**config.mk**
```make
export PLATFORM = sky130hd
export DESIGN_NAME = blm_fpu
export DESIGN_NICKNAME = d
export VERILOG_FILES = /design/src/blm_pkg.sv /design/src/blm_fpu.sv
export SDC_FILE = /design/constraint.sdc
export NUM_CORES = 2
export LEC_CHECK = 0
export BUFFER_PORTS_ARGS = -buffer_cell sky130_fd_sc_hd__clkbuf_2
export CAP_MARGIN = 10
export CORE_UTILIZATION = 45
export DETAILED_ROUTE_END_ITERATION = 7
export MAX_ROUTING_LAYER = met4
export PLACE_DENSITY = 0.67
export SKIP_LAST_GASP = 1
export SLEW_MARGIN = 20
export SYNTH_ARGS = -nofsm -noshare
export SYNTH_HDL_FRONTEND = slang
export SYNTH_SLANG_ARGS = --single-unit
```
**constraint.sdc**
```tcl
create_clock -name clk -period 8.6 [get_ports clk]
set_input_delay 0.86 -clock clk [delete_from_list [all_inputs] [get_ports clk]]
set_output_delay 0.86 -clock clk [all_outputs]
set_load 0.01 [all_outputs]
```
**src/blm_pkg.sv**
```systemverilog
// Shared types, constants and double-precision compare helpers for the line minimizer.
package blm_pkg;

  localparam int ITER_W = 8;
  localparam int SIG_W  = 110;
  localparam int EXP_W  = 13;
  localparam int CFG_IDX_W = 3;

  typedef enum logic [1:0] {FOP_ADD, FOP_SUB, FOP_MUL, FOP_DIV} fop_t;

  typedef struct packed {
    logic        start;
    fop_t        op;
    logic [63:0] a;
    logic [63:0] b;
  } fpu_req_t;

  typedef struct packed {
    logic        done;
    logic [63:0] res;
  } fpu_rsp_t;

  localparam logic [1:0] ST_QUERY = 2'd0;
  localparam logic [1:0] ST_CONV  = 2'd1;
  localparam logic [1:0] ST_LIMIT = 2'd2;
  localparam logic [1:0] ST_STRAY = 2'd3;

  localparam logic [CFG_IDX_W-1:0] CFG_LOW  = 3'd0;
  localparam logic [CFG_IDX_W-1:0] CFG_MID  = 3'd1;
  localparam logic [CFG_IDX_W-1:0] CFG_HIGH = 3'd2;
  localparam logic [CFG_IDX_W-1:0] CFG_TOL  = 3'd3;
  localparam logic [CFG_IDX_W-1:0] CFG_LIM  = 3'd4;

  localparam logic [63:0] D_ZERO   = 64'h0000000000000000;
  localparam logic [63:0] D_HALF   = 64'h3FE0000000000000;
  localparam logic [63:0] D_TWO    = 64'h4000000000000000;
  localparam logic [63:0] D_GOLD   = 64'h3FD87221858BC59C;
  localparam logic [63:0] D_EPS    = 64'h3DDB7CDFD9D7BDBB;
  localparam logic [63:0] D_QNAN   = 64'hFFF8000000000000;

  function automatic logic f_isnan(input logic [63:0] v);
    return (v[62:52] == 11'h7FF) && (v[51:0] != 52'd0);
  endfunction

  function automatic logic [63:0] f_mag(input logic [63:0] v);
    return {1'b0, v[62:0]};
  endfunction

  // total-order key; both zeros map to the same key
  function automatic logic [63:0] f_key(input logic [63:0] v);
    logic [63:0] z;
    z = (v[62:0] == 63'd0) ? 64'd0 : v;
    return z[63] ? ~z : {1'b1, z[62:0]};
  endfunction

  function automatic logic f_lt(input logic [63:0] a, input logic [63:0] b);
    return !f_isnan(a) && !f_isnan(b) && (f_key(a) < f_key(b));
  endfunction

  function automatic logic f_le(input logic [63:0] a, input logic [63:0] b);
    return !f_isnan(a) && !f_isnan(b) && (f_key(a) <= f_key(b));
  endfunction

  function automatic logic f_eq(input logic [63:0] a, input logic [63:0] b);
    return !f_isnan(a) && !f_isnan(b) && (f_key(a) == f_key(b));
  endfunction

  function automatic logic f_gt(input logic [63:0] a, input logic [63:0] b);
    return f_lt(b, a);
  endfunction

  function automatic logic f_ge(input logic [63:0] a, input logic [63:0] b);
    return f_le(b, a);
  endfunction

  function automatic logic [63:0] f_sign_of(input logic [63:0] m, input logic [63:0] s);
    return f_ge(s, D_ZERO) ? {1'b0, m[62:0]} : {1'b1, m[62:0]};
  endfunction

endpackage

```
**src/blm_fpu.sv**
```systemverilog
// Multi-cycle IEEE double add/sub/mul/div unit, round to nearest even.
module blm_fpu (
  input  logic              clk,
  input  logic              rst_n,
  input  blm_pkg::fpu_req_t req_i,
  output blm_pkg::fpu_rsp_t rsp_o
);
  import blm_pkg::*;

  localparam int IB = SIG_W - 2;

  typedef enum logic [2:0] {F_IDLE, F_ADD, F_PRE, F_MUL, F_DIV, F_NORM, F_RND} fst_t;

  fst_t                    fst_r;
  logic [SIG_W-1:0]        sig_r, bsh_r;
  logic [52:0]             ma_r, mb_r;
  logic signed [EXP_W-1:0] ea_r, eb_r, e_r;
  logic                    rs_r, sub_r;
  logic [6:0]              cnt_r;
  logic [54:0]             rem_r;
  logic [63:0]             res_r;
  logic                    done_r;

  function automatic logic [SIG_W-1:0] shr_st(input logic [SIG_W-1:0] v, input logic [11:0] d);
    logic [SIG_W-1:0] m;
    logic [SIG_W-1:0] r;
    m = '0;
    if (d >= 12'(SIG_W)) begin
      r = {{(SIG_W-1){1'b0}}, |v};
    end else begin
      m = ({{(SIG_W-1){1'b0}}, 1'b1} << d) - {{(SIG_W-1){1'b0}}, 1'b1};
      r = v >> d;
      r[0] = r[0] | (|(v & m));
    end
    return r;
  endfunction

  // operand decode
  logic sa, sb, sbe, sr;
  logic nan_a, nan_b, inf_a, inf_b, zero_a, zero_b;
  logic [52:0] mfa, mfb;
  logic signed [EXP_W-1:0] eea, eeb, ediff;
  logic a_big;
  logic spec;
  logic [63:0] spec_res;

  always_comb begin
    sa  = req_i.a[63];
    sb  = req_i.b[63];
    sbe = (req_i.op == FOP_SUB) ? ~sb : sb;
    sr  = sa ^ sb;
    nan_a  = f_isnan(req_i.a);
    nan_b  = f_isnan(req_i.b);
    inf_a  = (req_i.a[62:52] == 11'h7FF) && (req_i.a[51:0] == 52'd0);
    inf_b  = (req_i.b[62:52] == 11'h7FF) && (req_i.b[51:0] == 52'd0);
    zero_a = (req_i.a[62:0] == 63'd0);
    zero_b = (req_i.b[62:0] == 63'd0);
    mfa = {req_i.a[62:52] != 11'd0, req_i.a[51:0]};
    mfb = {req_i.b[62:52] != 11'd0, req_i.b[51:0]};
    eea = (req_i.a[62:52] == 11'd0) ? 13'sd1 : $signed({2'b00, req_i.a[62:52]});
    eeb = (req_i.b[62:52] == 11'd0) ? 13'sd1 : $signed({2'b00, req_i.b[62:52]});
    a_big = req_i.a[62:0] >= req_i.b[62:0];
    ediff = a_big ? (eea - eeb) : (eeb - eea);
    spec = 1'b1;
    spec_res = D_QNAN;
    if (nan_a) begin
      spec_res = req_i.a | 64'h0008000000000000;
    end else if (nan_b) begin
      spec_res = req_i.b | 64'h0008000000000000;
    end else begin
      case (req_i.op)
        FOP_ADD, FOP_SUB: begin
          if (inf_a && inf_b) spec_res = (sa != sbe) ? D_QNAN : req_i.a;
          else if (inf_a) spec_res = req_i.a;
          else if (inf_b) spec_res = {sbe, req_i.b[62:0]};
          else if (zero_a && zero_b) spec_res = {sa & sbe, 63'd0};
          else spec = 1'b0;
        end
        FOP_MUL: begin
          if ((inf_a && zero_b) || (zero_a && inf_b)) spec_res = D_QNAN;
          else if (inf_a || inf_b) spec_res = {sr, 11'h7FF, 52'd0};
          else if (zero_a || zero_b) spec_res = {sr, 63'd0};
          else spec = 1'b0;
        end
        FOP_DIV: begin
          if ((inf_a && inf_b) || (zero_a && zero_b)) spec_res = D_QNAN;
          else if (inf_a) spec_res = {sr, 11'h7FF, 52'd0};
          else if (inf_b) spec_res = {sr, 63'd0};
          else if (zero_b) spec_res = {sr, 11'h7FF, 52'd0};
          else if (zero_a) spec_res = {sr, 63'd0};
          else spec = 1'b0;
        end
        default: spec = 1'b0;
      endcase
    end
  end

  // datapath helpers
  logic [SIG_W-1:0] sum, acc_n, sig_dn;
  logic             qbit;
  logic [54:0]      rem_n;
  logic [52:0]      mant;
  logic [53:0]      m54;
  logic             grd, stk, inc;
  logic signed [EXP_W-1:0] e2;
  logic [52:0]      fr;

  always_comb begin
    sum   = sub_r ? (sig_r - bsh_r) : (sig_r + bsh_r);
    acc_n = (sig_r << 1) + (mb_r[52] ? {{(SIG_W-53){1'b0}}, ma_r} : '0);
    qbit  = rem_r >= {2'b00, mb_r};
    rem_n = qbit ? (rem_r - {2'b00, mb_r}) : rem_r;
    sig_dn = {1'b0, sig_r[SIG_W-1:2], sig_r[1] | sig_r[0]};
    mant = sig_r[IB -: 53];
    grd  = sig_r[IB-53];
    stk  = |sig_r[IB-54:0];
    inc  = grd & (stk | mant[0]);
    m54  = {1'b0, mant} + {53'd0, inc};
    if (m54[53]) begin
      e2 = e_r + 13'sd1;
      fr = m54[53:1];
    end else begin
      e2 = e_r;
      fr = m54[52:0];
    end
  end

  always_ff @(posedge clk) begin
    if (!rst_n) begin
      fst_r  <= F_IDLE;
      done_r <= 1'b0;
    end else begin
      done_r <= 1'b0;
      case (fst_r)
        F_IDLE: begin
          if (req_i.start) begin
            if (spec) begin
              res_r  <= spec_res;
              done_r <= 1'b1;
            end else begin
              case (req_i.op)
                FOP_ADD, FOP_SUB: begin
                  sub_r <= (sa != sbe);
                  rs_r  <= a_big ? sa : sbe;
                  e_r   <= a_big ? eea : eeb;
                  sig_r <= {1'b0, (a_big ? mfa : mfb), {(SIG_W-54){1'b0}}};
                  bsh_r <= shr_st({1'b0, (a_big ? mfb : mfa), {(SIG_W-54){1'b0}}},
                                  ediff[11:0]);
                  fst_r <= F_ADD;
                end
                FOP_MUL: begin
                  rs_r  <= sr;
                  ma_r  <= mfa;
                  mb_r  <= mfb;
                  sig_r <= '0;
                  cnt_r <= 7'd53;
                  e_r   <= eea + eeb - 13'sd1023;
                  fst_r <= F_MUL;
                end
                default: begin
                  rs_r  <= sr;
                  ma_r  <= mfa;
                  mb_r  <= mfb;
                  ea_r  <= eea;
                  eb_r  <= eeb;
                  fst_r <= F_PRE;
                end
              endcase
            end
          end
        end
        F_ADD: begin
          sig_r <= sum;
          if (sum == '0) rs_r <= 1'b0;
          fst_r <= F_NORM;
        end
        F_PRE: begin
          // bring subnormal divider operands to a leading one
          if (!ma_r[52]) begin
            ma_r <= ma_r << 1;
            ea_r <= ea_r - 13'sd1;
          end
          if (!mb_r[52]) begin
            mb_r <= mb_r << 1;
            eb_r <= eb_r - 13'sd1;
          end
          if (ma_r[52] && mb_r[52]) begin
            e_r   <= ea_r - eb_r + 13'sd1023;
            rem_r <= {2'b00, ma_r};
            sig_r <= '0;
            cnt_r <= 7'(SIG_W - 1);
            fst_r <= F_DIV;
          end
        end
        F_MUL: begin
          mb_r  <= mb_r << 1;
          cnt_r <= cnt_r - 7'd1;
          if (cnt_r == 7'd1) begin
            sig_r <= acc_n << 4;
            fst_r <= F_NORM;
          end else begin
            sig_r <= acc_n;
          end
        end
        F_DIV: begin
          cnt_r <= cnt_r - 7'd1;
          rem_r <= rem_n << 1;
          if (cnt_r == 7'd1) begin
            sig_r <= {sig_r[SIG_W-2:0], qbit} | {{(SIG_W-1){1'b0}}, rem_n != 55'd0};
            fst_r <= F_NORM;
          end else begin
            sig_r <= {sig_r[SIG_W-2:0], qbit};
          end
        end
        F_NORM: begin
          if (sig_r == '0) begin
            fst_r <= F_RND;
          end else if (sig_r[SIG_W-1]) begin
            sig_r <= sig_dn;
            e_r   <= e_r + 13'sd1;
          end else if (e_r < -13'sd115) begin
            // far below the smallest subnormal: only a sticky bit survives
            sig_r <= {{(SIG_W-1){1'b0}}, 1'b1};
            e_r   <= 13'sd1;
          end else if (e_r < 13'sd1) begin
            sig_r <= sig_dn;
            e_r   <= e_r + 13'sd1;
          end else if (!sig_r[IB] && (e_r > 13'sd1)) begin
            sig_r <= sig_r << 1;
            e_r   <= e_r - 13'sd1;
          end else begin
            fst_r <= F_RND;
          end
        end
        F_RND: begin
          if (e2 >= 13'sd2047) res_r <= {rs_r, 11'h7FF, 52'd0};
          else res_r <= {rs_r, (fr[52] ? e2[10:0] : 11'd0), fr[51:0]};
          done_r <= 1'b1;
          fst_r  <= F_IDLE;
        end
        default: fst_r <= F_IDLE;
      endcase
    end
  end

  assign rsp_o.done = done_r;
  assign rsp_o.res  = res_r;

endmodule

```
== Word-level counts from Yosys, hierarchy flattened ==
Cells that the tools add are included.

* Logic and storage cells: 262
* Bits of input ports: 133
* Flip-flop bits (word level): 497
* Output and inout bits: 65

* Equality and inequality tests: 31
* Shifts and indexed selects: 2
* $lt $le $gt $ge: 7
* Bitwise logic cells: 10
* Add/sub/neg operators: 17
* Reductions and logical operators: 59
* Muxes and demuxes: 118

{| class="wikitable"
|+ Operators with widths
! kind !! count
|-
| 110-bit 2-to-1 mux || 11
|-
| 64-bit 2-to-1 mux || 17
|-
| 110-bit one-hot mux with 6 select lines || 1
|-
| 53-bit 2-to-1 mux || 12
|-
| 13-bit 2-to-1 mux || 17
|-
| 110-bit zero test || 2
|-
| 110-bit one-hot mux with 2 select lines || 1
|-
| 64-bit one-hot mux with 3 select lines || 1
|-
| 53-bit one-hot mux with 3 select lines || 1
|-
| 64-bit one-hot mux with 2 select lines || 1
|-
| 63-bit zero test || 2
|-
| 110-bit adder || 1
|-
| 110-bit by 53-bit adder with 110-bit output || 1
|-
| 109-bit by 110-bit AND with 110-bit output || 1
|-
| 55-bit 2-to-1 mux || 2
|-
| 110-bit by 1-bit bitwise OR with 110-bit output || 1
|-
| 55-bit one-hot mux with 2 select lines || 1
|-
| 110-bit OR reduction || 1
|-
| 1-bit by 12-bit << shifter with 110-bit output (first input constant) || 1
|-
| 109-bit by 12-bit right shift with 110-bit output || 1
|-
| 110-bit by 1-bit subtractor with 110-bit output (second input constant) || 1
|-
| 110-bit subtractor || 1
|-
| 53-bit one-hot mux with 2 select lines || 1
|-
| 52-bit zero test || 2
|-
| other kinds (69) || 163
|}

== Depth between registers and ports, before layout ==
* Depth after elaboration: 13
* Mapped depth: 35
* Gate-level depth less buffers: 31

== Least setup slack after synthesis ==
No wires, ideal clock.

* Kind: input port to flip-flop
* Start point: in req_i[72] in the netlist's numbering
* End point: reg res_r[0] (enable)
* Library setup time: 0.584 ns
* Arrival: 7.624 ns
* Data required time: 8.016 ns
* Cell stages on the path: 10
* Slack: 0.393 ns
* Buffers on the path: 1
* Cells stage by stage: or4_1 -> nor3_1 -> nand4_1 -> nor3_1 -> and2_1 -> clkbuf_1 -> a21oi_1 -> o21ai_0 -> nand3_1 -> a21boi_0

* Word-level cells in the longest chain between the ends: 11

{| class="wikitable"
|+ RTL lines
! item !! RTL line !! RTL
|-
| start, declared || blm_fpu.sv:5 || <nowiki>input blm_pkg::fpu_req_t req_i,</nowiki>
|-
| 63-bit zero test || blm_fpu.sv:56 || <nowiki>zero_a = (req_i.a[62:0] == 63'd0);</nowiki>
|-
| 1-bit 2-to-1 mux / 1-bit logical AND (equally long branches) || blm_fpu.sv:90, blm_fpu.sv:76, blm_fpu.sv:86 ||
|-
| 1-bit 2-to-1 mux (on tied branches) || blm_fpu.sv:89, blm_fpu.sv:76 ||
|-
| 1-bit 2-to-1 mux (on tied branches) || blm_fpu.sv:88, blm_fpu.sv:75 ||
|-
| 1-bit 2-to-1 mux (on tied branches) || blm_fpu.sv:87, blm_fpu.sv:74 ||
|-
| 1-bit 2-to-1 mux (on tied branches) || blm_fpu.sv:86, blm_fpu.sv:73 ||
|-
| 1-bit one-hot mux with 3 select lines || blm_fpu.sv:71 || <nowiki>case (req_i.op)</nowiki>
|-
| 1-bit 2-to-1 mux || blm_fpu.sv:68 || <nowiki>end else if (nan_b) begin</nowiki>
|-
| 1-bit 2-to-1 mux * || blm_fpu.sv:66 || <nowiki>if (nan_a) begin</nowiki>
|-
| 2-bit != test (no source line) * || -- ||
|-
| 4-bit AND reduction (no source line) * || -- ||
|-
| end signal, assigned || blm_fpu.sv:138 || <nowiki>res_r <= spec_res;</nowiki>
|-
| end signal, assigned || blm_fpu.sv:236 || <nowiki>if (e2 >= 13'sd2047) res_r <= {rs_r, 11'h7FF, 52'd0};</nowiki>
|-
| end signal, assigned || blm_fpu.sv:237 || <nowiki>else res_r <= {rs_r, (fr[52] ? e2[10:0] : 11'd0), fr[51:0]};</nowiki>
|-
| end, declared || blm_fpu.sv:21 || <nowiki>logic [63:0] res_r;</nowiki>
|}

Mark *: on every way between the ends. The rest lies on a longest branch, timed or not.
A chain may end at the register's enable or synchronous reset.

== Final worst setup path ==
* Start point: reg bsh_r[15]
* End point: reg rs_r (enable)

* Word-level cells in the longest chain between the ends: 5

{| class="wikitable"
|+ RTL lines
! item !! RTL line !! RTL
|-
| start, declared || blm_fpu.sv:15 || <nowiki>logic [SIG_W-1:0] sig_r, bsh_r;</nowiki>
|-
| start signal, assigned || blm_fpu.sv:147 || <nowiki>bsh_r <= shr_st({1'b0, (a_big ? mfb : mfa), {(SIG_W-54){1'b0}}},</nowiki>
|-
| 110-bit adder / 110-bit subtractor (equally long branches) || blm_fpu.sv:109 || <nowiki>sum = sub_r ? (sig_r - bsh_r) : (sig_r + bsh_r);</nowiki>
|-
| 110-bit 2-to-1 mux * || blm_fpu.sv:109 ||
|-
| 110-bit zero test * || blm_fpu.sv:174 || <nowiki>if (sum == '0) rs_r <= 1'b0;</nowiki>
|-
| 2-bit != test (no source line) * || -- ||
|-
| 5-bit AND reduction (no source line) * || -- ||
|-
| end signal, assigned || blm_fpu.sv:144 || <nowiki>rs_r <= a_big ? sa : sbe;</nowiki>
|-
| end signal, assigned || blm_fpu.sv:152 || <nowiki>rs_r <= sr;</nowiki>
|-
| end signal, assigned || blm_fpu.sv:161 || <nowiki>rs_r <= sr;</nowiki>
|-
| end, declared || blm_fpu.sv:18 || <nowiki>logic rs_r, sub_r;</nowiki>
|}

Marks and branches as above.

==> results.cfg <==
[route]
drt_iter0_markers = 10065
num_vias = 61469
antenna_left = 0
via_per_inst = 6.97
totalWireLength_um = 308000
first_pass_iters = 7
route.detailed.drc = 0
avgRoutedWirePerCell_um = 34.9

[timing]
hold_viol = 0
finalCriticalPeriod_ns = 8.29
finClkSkew_ns = 0.127
rsz0062_at_grt = no
fmax_ghz = 0.121
setup_violations = 0
tns_ns = 0
worst_pin_slew_ns = 1.42
slew_headroom_pct = 4.65
finalMaxSlewViolations = 0
final.period_utilization_pct = 96.4

[logic_synthesis]
synth_enable_flop_cells = 492
synthCells = 7067
synth_area_mm2 = 0.0551
synth_cell_types = 107
yosys.area_share.simple_pct = 21.6
synth_compound_area_share_pct = 25.5
synth_mux_area_share_pct = 4.96
synth_top_family_by_area = compound AO/OA/AOI/OAI gates
ys.warnings.count = 0
ys_seq_area_share_pct = 26.9
syn_nets = 7558
yosys.area_share.adder_pct = 8.22
synthArstFlopShare_pct = 0
synth-seq-cells = 496
synthFlopType = edfxtp_1
synth_xor_area_share_pct = 7.21
avgSynthCellArea_um2 = 7.80

[critical_path]
start_kind = register
worstReg2RegEnd = rs_r
end_kind = register
cp.required_ns = 9.00
reg2reg_from = bsh_r[15]
r2r_slack_ns = 0.31
worstPathArrival_ns = 8.70
crit_path_max_fanout = 8
r2r_cells = 25
path_class = reg2reg

[clocking]
clock_path_buffers = 3
clk_pin_slew_ns = 0.07
cts_tree = yes
clk_latency_ns = 0.76
cts_sinks = 496
postCtsSetupBuffers = 0
h-tree-depth = 2
cts_root_buf = clkbuf_16
cts_buffers = 59

[die]
fp-row-count = 128
die_h_um = 352
ios = 198
die_w_um = 352
design.die.area_mm2 = 0.124
core_area_mm2 = 0.122
start_util_pct = 45.3

[global_routing]
gr-total-overflow = 0
grt_max_degree = 106
antenna_found_initial = 50
grt_pass1_vias = 56038
grt_pass1_wl_um = 424000
grt.total_usage_pct = 49.0

[placed_design]
dpl.hpwl_um = 241000
gp_congestion = 1.13
io_buffers = 197
dpl_cell_area_mm2 = 0.0585

[power]
power.density_mw_per_mm2 = 342
p_leak_nw = 23.5
ir_drop_v = 0.000204

[final_layout]
final_cell_area_mm2 = 0.0608
syn2layout_area_growth_pct = 10.2
drive_gt1_share_pct = 10.6
final_nets = 7591
final_util_pct = 49.9

[worst_hold_path]
min_path_cells = 2
worstHoldStart = rst_n
min_to = fst_r[2]
hp-class = in2reg

[status]
outcome = finished, final reports clean

[flow_run]
cap_violations = 0
-- cell usage after synthesis (all sizes together), types with 163 or more instances --
master,n,area [um^2]
a21o,163,1220
a21oi,663,3330
clkbuf,403,1510
edfxtp,492,14800
ha,351,4390
inv,299,1120
mux2i,180,1800
nand2,795,2990
nand3,215,1080
nor2,644,2420
nor3,191,971
o21ai,536,2680
xnor2,316,2770
-- metrics by stage --
step           power [W]  cells  worst slack (ns)  hold slack, ns
2_1_floorplan     0.0126   7067             0.393           0.522
3_5_place_dp      0.0174   8662             0.206           0.543
4_1_cts           0.0201   8771             0.249           0.460
5_1_grt           0.0215   8813            0.0147           0.521
6_report          0.0208   8822             0.308           0.510
3_3_place_gp      0.0174   8661             0.543           0.534
-- area by class of cell --
class | count | area (um^2)
fillers | 12026 | 60900
multi-input cells | 5777 | 37500
flip-flops and latches | 496 | 14900
repair buffers | 465 | 3080
well taps | 1625 | 2030
clock buffers | 66 | 1510
inverters | 301 | 1130
clock inverters | 43 | 492
diodes | 49 | 123
-- per-layer routing --
| layer | vias up | track usage (%) | share of wire [%] |
|---|---|---|---|
| li1 | 26331 | - | - |
| met1 | 29423 | 59.5 | 38 |
| met2 | 4602 | 69.6 | 41 |
| met3 | 1113 | 16.2 | 13 |
| met4 | 0 | 30.3 | 7.8 |
| met5 | - | - | 0 |
-- worst max-delay path: stages, from the launching register on --
cell and delay, ns:
edfxtp_1 0.44, or4_1 0.58, nor4_1 0.20, buf_4 0.18, nand4_1 0.35, or2_2 0.46
nor2_1 0.20, a21oi_1 0.12, xnor2_1 0.15, ha_1 0.45, a21oi_1 0.13, o211ai_1 0.22
a31o_2 0.20, a31oi_1 0.15, nor4_1 0.47, o31ai_1 0.27, a21oi_1 0.56, a31oi_1 0.28
o311ai_1 0.50, nor2b_1 0.35, a21oi_1 0.14, xnor2_1 0.21, nor4_1 0.35, nand4_1 0.13
or4_1 0.46, a2111oi_2 0.41
-- flip-flops by register name, indices dropped and copies added, names as in the netlist --
signal	flops
sig_r	110
bsh_r	109
res_r	64
rem_r	55
ma_r	53
mb_r	53
e_r	13
ea_r	13
eb_r	13
cnt_r	7
fst_r	3
done_r	1
rs_r	1
sub_r	1
-- placed cells by master (no fill, tap or decap), types with 180 or more instances in the layout --
cell type	synthesis	routed
nand2_1	794	784
a21oi_1	661	661
nor2_1	642	633
o21ai_0	522	519
edfxtp_1	492	492
ha_1	351	351
xnor2_1	316	312
inv_1	299	299
buf_4	3	262
nand3_1	215	215
clkbuf_2	1	197
nor3_1	188	180
mux2i_1	180	180
-- cells by family (layout without fill, tap and decap cells) --
kind of cell | count (synthesis) | after routing
mux | 237 | 237
flops | 496 | 496
simple gates | 2518 | 2518
buf+inv | 794 | 875
compound gates | 2210 | 2210
fa+ha+maj | 358 | 358
xor+xnor | 454 | 454
other cells | 0 | 49
-- power by group --
group	switching, W	internal (W)
sequential	0.00107	0.00357
combinational	0.00896	0.00445
clock	0.00125	0.00147
total	0.0113	0.00949
-- what timing repair did --
| action | in CTS | in global routing |
|---|---|---|
| setup endpoints to repair | 0 | 1 |
| hold buffers | 0 | 0 |
| gates resized for setup | 0 | 11 |
-- how the worst max path moves through the flow --
stage                to  cells past startpoint       from
2_1_floorplan  res_r[0]                     10  req_i[72]
3_3_place_gp       rs_r                     25  bsh_r[34]
5_1_grt            rs_r                     29  bsh_r[15]
6_report           rs_r                     25  bsh_r[15]
4_1_cts            rs_r                     25  bsh_r[26]
3_5_place_dp       rs_r                     25  bsh_r[26]
Power figures use the tool's default switching activity.
